===== config.mk =====
export PLATFORM = sky130hd
export DESIGN_NAME = quoted_field_splitter
export DESIGN_NICKNAME = d
export VERILOG_FILES = /design/src/rtl/qfs_pkg.sv /design/src/rtl/quoted_field_splitter.sv
export SDC_FILE = /design/constraint.sdc
export NUM_CORES = 1
export LEC_CHECK = 0
export ABC_AREA = 1
export BUFFER_PORTS_ARGS = -buffer_cell sky130_fd_sc_hd__buf_2
export CORE_UTILIZATION = 40
export DETAILED_ROUTE_END_ITERATION = 12
export HOLD_SLACK_MARGIN = 0.02
export PLACE_DENSITY = 0.61
export RECOVER_POWER = 50
export SYNTH_ARGS = -nofsm -noshare
export SYNTH_HDL_FRONTEND = slang
export SYNTH_SLANG_ARGS = --single-unit

===== constraint.sdc =====
create_clock -name clk -period 8.5 [get_ports clk]
set_input_delay 0.425 -clock clk [delete_from_list [all_inputs] [get_ports clk]]
set_output_delay 0.425 -clock clk [all_outputs]
set_load 0.02 [all_outputs]

===== src/rtl/qfs_pkg.sv =====
package qfs_pkg;

  // byte that opens and closes a quoted field
  localparam logic [7:0] QUOTE_BYTE = 8'h22;

  // output field widths
  localparam int START_W  = 10;
  localparam int LENGTH_W = 10;
  localparam int NUMBER_W = 6;

  // configuration register indexes
  localparam int CFG_INDEX_W = 2;
  typedef enum logic [CFG_INDEX_W-1:0] {
    REG_DELIMITER_BYTES = 2'd0,
    REG_DELIMITER_COUNT = 2'd1,
    REG_SKIP_EMPTY      = 2'd2
  } cfg_reg_t;

  // configuration reset values: space and newline
  localparam logic [31:0] DELIMITER_BYTES_RST = 32'h0000_0A20;
  localparam logic [2:0]  DELIMITER_COUNT_RST = 3'd2;

  // one result item
  typedef struct packed {
    logic                present;
    logic [START_W-1:0]  start;
    logic [LENGTH_W-1:0] length;
    logic [NUMBER_W-1:0] number;
    logic                overflow;
    logic                done;
  } result_t;

endpackage


===== src/rtl/quoted_field_splitter.sv =====
// Splits a line of text, one byte per cycle, into fields at up to four
// configurable delimiter bytes, honoring double quotes, and reports start,
// length and index of each field. A byte is taken every cycle unless the
// input stalls: the byte is registered, decoded against the delimiters and
// the quote state in one pass, and its zero, one or two results go into a
// four-entry result queue. The input stalls only while that queue holds
// more than two results, so a receiver that takes one result per cycle
// never slows the byte stream down. The byte at offset LINE_LEN-1 and beyond
// is ignored except for its line end mark; at most MAX_FIELDS fields are
// reported per line, later ones raise the overflow flag of the line-end
// result. Configuration writes are always ready.
module quoted_field_splitter #(
  parameter int LINE_LEN   = 1024,
  parameter int MAX_FIELDS = 64
) (
  input  logic                             clk,
  input  logic                             rst,
  // byte channel
  input  logic                             in_valid,
  output logic                             in_stall,
  input  logic [7:0]                       byte_value,
  input  logic                             line_end,
  // result channel
  output logic                             out_valid,
  input  logic                             out_stall,
  output logic                             field_present,
  output logic [qfs_pkg::START_W-1:0]      field_start,
  output logic [qfs_pkg::LENGTH_W-1:0]     field_length,
  output logic [qfs_pkg::NUMBER_W-1:0]     field_number,
  output logic                             field_overflow,
  output logic                             line_done,
  // configuration write channel
  input  logic                             cfg_valid,
  output logic                             cfg_ready,
  input  logic [qfs_pkg::CFG_INDEX_W-1:0]  cfg_index,
  input  logic [31:0]                      cfg_data
);

  import qfs_pkg::*;

  localparam int PW = (LINE_LEN > 2) ? $clog2(LINE_LEN) : 1;
  localparam int FW = $clog2(MAX_FIELDS + 1);
  localparam logic [PW-1:0] LAST_POS = PW'(LINE_LEN - 1);
  localparam logic [FW-1:0] FIELD_LIMIT = FW'(MAX_FIELDS);

  // configuration registers
  logic [31:0] delimiter_bytes;
  logic [2:0]  delimiter_count;
  logic        skip_empty;

  // input register
  logic       inq_valid;
  logic [7:0] inq_byte;
  logic       inq_last;
  logic       proceed;

  // line state
  logic          quote_mode, quote_mode_next;
  logic [PW-1:0] field_begin, field_begin_next;
  logic          field_opens_quoted, field_opens_quoted_next;
  logic          close_pending, close_pending_next;
  logic [PW-1:0] close_position, close_position_next;
  logic [PW-1:0] byte_position, byte_position_next;
  logic [FW-1:0] fields_emitted;
  logic          dropped_flag;

  // result queue
  result_t     res_queue [4];
  logic [1:0]  rd_ptr;
  logic [1:0]  wr_ptr;
  logic [2:0]  count;
  logic        pop;
  logic [1:0]  push_n;
  result_t     push0, push1;

  // per-byte decode
  logic          active;
  logic          delim;
  logic          opens_quoted;
  logic          strip_now;
  logic          a_req, a_ok, b_req, b_ok;
  logic [PW-1:0] a_start, a_len, b_start, b_len, line_stop;
  logic [FW-1:0] fe_mid;
  logic          drop_mid;
  result_t       res_a, res_b, res_e;

  assign cfg_ready = 1'b1;

  // configuration writes
  always_ff @(posedge clk) begin
    if (rst) begin
      delimiter_bytes <= DELIMITER_BYTES_RST;
      delimiter_count <= DELIMITER_COUNT_RST;
      skip_empty      <= 1'b0;
    end else if (cfg_valid && cfg_ready) begin
      unique case (cfg_index)
        REG_DELIMITER_BYTES: delimiter_bytes <= cfg_data;
        REG_DELIMITER_COUNT: delimiter_count <= cfg_data[2:0];
        REG_SKIP_EMPTY:      skip_empty      <= cfg_data[0];
        default: ;
      endcase
    end
  end

  // input register, refilled in the cycle it drains
  assign proceed  = inq_valid && (count <= 3'd2);
  assign in_stall = inq_valid && !proceed;

  always_ff @(posedge clk) begin
    if (rst) begin
      inq_valid <= 1'b0;
    end else if (in_valid && !in_stall) begin
      inq_valid <= 1'b1;
    end else if (proceed) begin
      inq_valid <= 1'b0;
    end
  end

  always_ff @(posedge clk) begin
    if (in_valid && !in_stall) begin
      inq_byte <= byte_value;
      inq_last <= line_end;
    end
  end

  // delimiter match, entries equal to zero or quote are disabled
  always_comb begin
    delim = 1'b0;
    for (int i = 0; i < 4; i++) begin
      if ((32'(delimiter_count) > i) && (delimiter_bytes[8*i +: 8] != 8'h00) &&
          (delimiter_bytes[8*i +: 8] != QUOTE_BYTE) &&
          (delimiter_bytes[8*i +: 8] == inq_byte)) begin
        delim = 1'b1;
      end
    end
  end

  // quote tracking and field boundaries for the registered byte
  always_comb begin
    active                  = byte_position < LAST_POS;
    quote_mode_next         = quote_mode;
    field_begin_next        = field_begin;
    field_opens_quoted_next = field_opens_quoted;
    close_pending_next      = close_pending;
    close_position_next     = close_position;
    byte_position_next      = byte_position;
    opens_quoted            = field_opens_quoted;
    strip_now               = 1'b0;
    a_req                   = 1'b0;
    a_start                 = field_begin;
    a_len                   = '0;

    if (active) begin
      if (byte_position == field_begin) begin
        opens_quoted = (inq_byte == QUOTE_BYTE);
      end
      field_opens_quoted_next = opens_quoted;
      if (close_pending) begin
        close_pending_next = 1'b0;
        strip_now          = delim;
      end
      if (quote_mode) begin
        if (inq_byte == QUOTE_BYTE) begin
          quote_mode_next = 1'b0;
          if (opens_quoted) begin
            close_pending_next  = 1'b1;
            close_position_next = byte_position;
          end
        end
      end else if (inq_byte == QUOTE_BYTE) begin
        quote_mode_next = 1'b1;
      end else if (delim) begin
        if (strip_now) begin
          a_req   = 1'b1;
          a_start = field_begin + PW'(1);
          a_len   = close_position - field_begin - PW'(1);
        end else if ((byte_position != field_begin) || !skip_empty) begin
          a_req   = 1'b1;
          a_start = field_begin;
          a_len   = byte_position - field_begin;
        end
        field_begin_next        = byte_position + PW'(1);
        field_opens_quoted_next = 1'b0;
      end
      byte_position_next = byte_position + PW'(1);
    end
  end

  // field emitted by a delimiter
  assign a_ok     = a_req && (fields_emitted < FIELD_LIMIT);
  assign fe_mid   = fields_emitted + FW'(a_ok);
  assign drop_mid = dropped_flag || (a_req && !a_ok);

  // field closed by the line end
  always_comb begin
    line_stop = byte_position_next;
    b_req     = 1'b0;
    b_start   = field_begin_next;
    b_len     = '0;
    if (inq_last) begin
      if (close_pending_next) begin
        b_req   = 1'b1;
        b_start = field_begin_next + PW'(1);
        b_len   = close_position_next - field_begin_next - PW'(1);
      end else if (line_stop != field_begin_next) begin
        b_req   = 1'b1;
        b_len   = line_stop - field_begin_next;
      end
    end
  end

  assign b_ok = b_req && (fe_mid < FIELD_LIMIT);

  // result items and their order in the queue
  always_comb begin
    res_a          = '0;
    res_a.present  = 1'b1;
    res_a.start    = START_W'(a_start);
    res_a.length   = LENGTH_W'(a_len);
    res_a.number   = NUMBER_W'(fields_emitted);
    res_a.overflow = dropped_flag;
    res_a.done     = inq_last && !b_ok;

    res_b          = '0;
    res_b.present  = 1'b1;
    res_b.start    = START_W'(b_start);
    res_b.length   = LENGTH_W'(b_len);
    res_b.number   = NUMBER_W'(fe_mid);
    res_b.overflow = drop_mid;
    res_b.done     = 1'b1;

    res_e          = '0;
    res_e.overflow = drop_mid || (b_req && !b_ok);
    res_e.done     = 1'b1;

    push0  = res_a;
    push1  = res_b;
    push_n = 2'd0;
    if (proceed) begin
      if (a_ok) begin
        push_n = b_ok ? 2'd2 : 2'd1;
      end else if (b_ok) begin
        push0  = res_b;
        push_n = 2'd1;
      end else if (inq_last) begin
        push0  = res_e;
        push_n = 2'd1;
      end
    end
  end

  // line state update, cleared after the last byte of a line
  always_ff @(posedge clk) begin
    if (rst) begin
      quote_mode         <= 1'b0;
      field_begin        <= '0;
      field_opens_quoted <= 1'b0;
      close_pending      <= 1'b0;
      close_position     <= '0;
      byte_position      <= '0;
      fields_emitted     <= '0;
      dropped_flag       <= 1'b0;
    end else if (proceed) begin
      if (inq_last) begin
        quote_mode         <= 1'b0;
        field_begin        <= '0;
        field_opens_quoted <= 1'b0;
        close_pending      <= 1'b0;
        close_position     <= '0;
        byte_position      <= '0;
        fields_emitted     <= '0;
        dropped_flag       <= 1'b0;
      end else begin
        quote_mode         <= quote_mode_next;
        field_begin        <= field_begin_next;
        field_opens_quoted <= field_opens_quoted_next;
        close_pending      <= close_pending_next;
        close_position     <= close_position_next;
        byte_position      <= byte_position_next;
        fields_emitted     <= fe_mid;
        dropped_flag       <= drop_mid;
      end
    end
  end

  // result queue
  assign out_valid = (count != 3'd0);
  assign pop       = out_valid && !out_stall;

  always_ff @(posedge clk) begin
    if (rst) begin
      rd_ptr <= '0;
      wr_ptr <= '0;
      count  <= '0;
    end else begin
      rd_ptr <= rd_ptr + 2'(pop);
      wr_ptr <= wr_ptr + push_n;
      count  <= count + 3'(push_n) - 3'(pop);
    end
  end

  always_ff @(posedge clk) begin
    if (push_n != 2'd0) begin
      res_queue[wr_ptr] <= push0;
    end
    if (push_n == 2'd2) begin
      res_queue[wr_ptr + 2'd1] <= push1;
    end
  end

  assign field_present  = res_queue[rd_ptr].present;
  assign field_start    = res_queue[rd_ptr].start;
  assign field_length   = res_queue[rd_ptr].length;
  assign field_number   = res_queue[rd_ptr].number;
  assign field_overflow = res_queue[rd_ptr].overflow;
  assign line_done      = res_queue[rd_ptr].done;

endmodule


==> flow_metrics.py <==
metrics = {
    "drt": {
        "drc": 0,
        "wl_per_cell_um": 16.6,
        "drtPass1Iterations": 5,
        "drtIter0Drc": 915,
        "drt_wl_total_um": 32400,
        "vias_per_cell": 5.24,
        "vias": 10200,
        "ant_nets": 0,
    },
    "pwr": {
        "power_mw": 2.82,
        "pwr-share-clk": 0.379,
        "seqPwrFrac": 0.404,
        "combPwrFrac": 0.217,
        "intPower_mw": 1.92,
        "p_switching_mw": 0.898,
        "peakVddDrop_v": 0.000146,
        "leakage_nw": 5.66,
        "powerDensity_mw_per_mm2": 210,
        "p_sw_frac": 0.318,
    },
    "cells_and_area": {
        "fin_nets": 1642,
        "final_common_cell": "nand2_1",
        "drive_gt1_frac": 0.101,
        "final_util": 0.463,
        "final_cell_mix": "nand2_1, inv_1, nor2_1",
        "antenna_cells": 0,
        "area_delta_synth_final_pct": 12.5,
    },
    "timing": {
        "worstMarginPinSlew_ns": 2.42,
        "period_needed_ns": 5.96,
        "slew_headroom": -0.616,
        "skew_ns": 0.0112,
        "rsz0062_at_grt": "false",
        "finalCritPeriodShare": 0.701,
        "drv_slew": 128,
        "fin_setup_tns_ns": 0,
        "setup_violations": 0,
        "hold_violations": 0,
        "clock.fmax_mhz": 168,
    },
    "logic_synthesis": {
        "netlist_area_mm2": 0.0120,
        "syn_inst": 1476,
        "synth_enable_flop_cells": 125,
        "synth_top_family_by_area": "simple AND/OR/NAND/NOR gates",
        "synthSimpleGateAreaFrac": 0.223,
        "synth_nets": 1575,
        "synth_fa_ha_area_frac": 0.0565,
        "ys_warn_count": 0,
        "ys_seq_elements": 210,
        "synthFlopType": "edfxtp_1",
        "synth_mux_area_frac": 0,
        "synthArstFlopShare": 0,
        "syn_area_per_cell_um2": 8.10,
        "netlist-cell-type-count": 51,
        "synth_compound_area_frac": 0.153,
        "synth-xor-area-share": 0.0388,
        "seq_area_frac_synth": 0.456,
    },
    "clock_network": {
        "holdBufCountCts": 0,
        "cts_buffers": 24,
        "cts_tree": "built",
        "post_cts_buffers": 0,
        "path_clk_slew_ns": 0.06,
        "root_buffer": "clkbuf_16",
        "post_cts_resized": 0,
        "htreeDepth": 1,
        "insertion_delay_ns": 0.52,
        "ctsLongestPathBuffers": 3,
        "cts.sinks": 210,
    },
    "run_status": {
        "status": "finished, violations left",
        "violations": "capacitance limit, slew limit",
    },
    "setup_path": {
        "r2r_cells": 21,
        "critPathMaxFanout": 24,
        "cp.arrival_ns": 6.13,
        "rr_startpoint": "field_begin[6]$_SDFFE_PP0P_",
        "worstPathRequired_ns": 8.67,
        "r2r_slack_ns": 2.54,
        "critPathKind": "register to register",
        "end_kind": "register",
        "setup.worst_path.start": "field_begin[6]$_SDFFE_PP0P_",
        "r2r_end": "res_queue[1][9]$_DFFE_PP_",
        "cp-start-kind": "register",
        "endpoint": "res_queue[1][9]$_DFFE_PP_",
    },
    "flow_run": {
        "drv_cap": 3,
    },
    "global_routing": {
        "grt_overflow": 0,
        "grt_max_degree": 61,
        "first_global_vias": 9500,
        "antenna_found_initial": 0,
        "track_usage": 0.210,
        "grt_pass1_wl_um": 51200,
    },
    "placed_design": {
        "dp_hpwl_um": 23200,
        "port_buffers": 78,
        "globalplace.congestion": 0.924,
    },
    "floorplanning": {
        "num_rows": 62,
        "core_area_mm2": 0.0290,
        "fp.dieArea_mm2": 0.0306,
        "die_y_um": 175,
        "ios": 80,
        "start_util": 0.412,
        "die_w_um": 175,
    },
    "hold_path": {
        "hp-class": "primary input to register",
    },
}
[critical path, cell delays in order, from the launching register on]
cell	delay, ns
dfxtp_1	0.40
inv_1	0.13
ha_1	0.36
inv_1	0.10
nor3_1	0.24
nand3_1	0.17
nor2_1	0.42
nand2_1	0.11
nand2_1	0.08
inv_1	0.12
nand2_1	0.16
clkinv_1	0.25
ha_1	0.29
ha_1	0.20
nand3_1	0.11
nand3b_1	0.15
xor2_1	0.47
nand2_4	0.14
nor2_8	0.33
nand2_1	0.35
nand2_1	0.65
o21ai_0	0.39
[cell usage after synthesis, types with 7 or more instances]
library cell	count	area share
clkbuf_1	42	0.013
nand4_1	15	0.0079
nor3_1	15	0.0063
edfxtp_1	125	0.31
inv_1	152	0.048
nand2_1	330	0.10
o211ai_1	7	0.0044
nor2_1	154	0.048
inv_2	16	0.0050
o21ai_2	12	0.0088
o21ai_0	137	0.057
o22ai_1	41	0.021
nand3_1	56	0.023
ha_1	46	0.048
xnor2_1	14	0.010
dfxtp_1	85	0.14
xor2_1	39	0.029
nand2_2	7	0.0037
a21oi_1	108	0.045
[registers in the layout, indices dropped and copies added, names as in the netlist, 2 cells and up]
signal           flops
fields_emitted       7
byte_position       10
delimiter_count      3
close_position      10
count                3
delimiter_bytes     32
rd_ptr               2
wr_ptr               2
res_queue          116
field_begin         10
inq_byte             8
[kinds of logic after synthesis]
logic type,after synthesis
compound gates,329
xor+xnor,53
buf+inv,220
flops,210
other cells,1
simple gates,612
fa+ha+maj,51
[stage by stage]
stage,worst slack (ns),hold WS [ns],instances,instance area (um2)
4_1_cts,2.95,0.0619,1945,13500
5_1_grt,2.19,0.0576,1945,13400
2_1_floorplan,3.24,0.430,1476,12000
6_report,2.54,0.0804,1945,13400
3_3_place_gp,3.16,0.457,1901,12700
3_5_place_dp,2.99,0.463,1901,12700
[final cells by class]
type	instances	area [um2]
fill	2846	15600
multi-input combinational	1046	5610
sequential	210	5460
clock buffer	34	704
inverter	171	644
tap	384	480
timing repair buffer	90	430
clock inverter	10	118
[metal layers]
metal,vias up,global-route usage,part of all wire
met5,-,0,0
met4,0,0.0594,0.025
met3,50,0.0296,0.059
met2,275,0.341,0.45
met1,4767,0.291,0.46
li1,5096,-,-
[worst min-delay path by stage]
stage                                         start                         endpoint  slack [ns]  cells past startpoint
finish                                byte_value[0]            inq_byte[0]$_DFFE_PP_        0.08                      1
global route                               line_end               inq_last$_DFFE_PP_        0.06                      1
CTS                                   byte_value[0]            inq_byte[0]$_DFFE_PP_        0.06                      1
detailed placement  field_opens_quoted$_SDFFE_PP0P_  field_opens_quoted$_SDFFE_PP0P_        0.46                      2
global placement    field_opens_quoted$_SDFFE_PP0P_  field_opens_quoted$_SDFFE_PP0P_        0.46                      2
floorplan                   skip_empty$_SDFFE_PP0P_          skip_empty$_SDFFE_PP0P_        0.43                      2
[power groups by stage]
stage | clock (mW) | combinational [mW] | sequential [mW]
after global placement | 0 | 0.632 | 1.16
after global routing | 1.13 | 0.683 | 1.14
final | 1.07 | 0.614 | 1.14
after floorplan | 0 | 0.447 | 1.16
after CTS | 1.09 | 0.642 | 1.14
after detailed placement | 0 | 0.640 | 1.16
No activity file was read; power rests on OpenSTA's default activity.
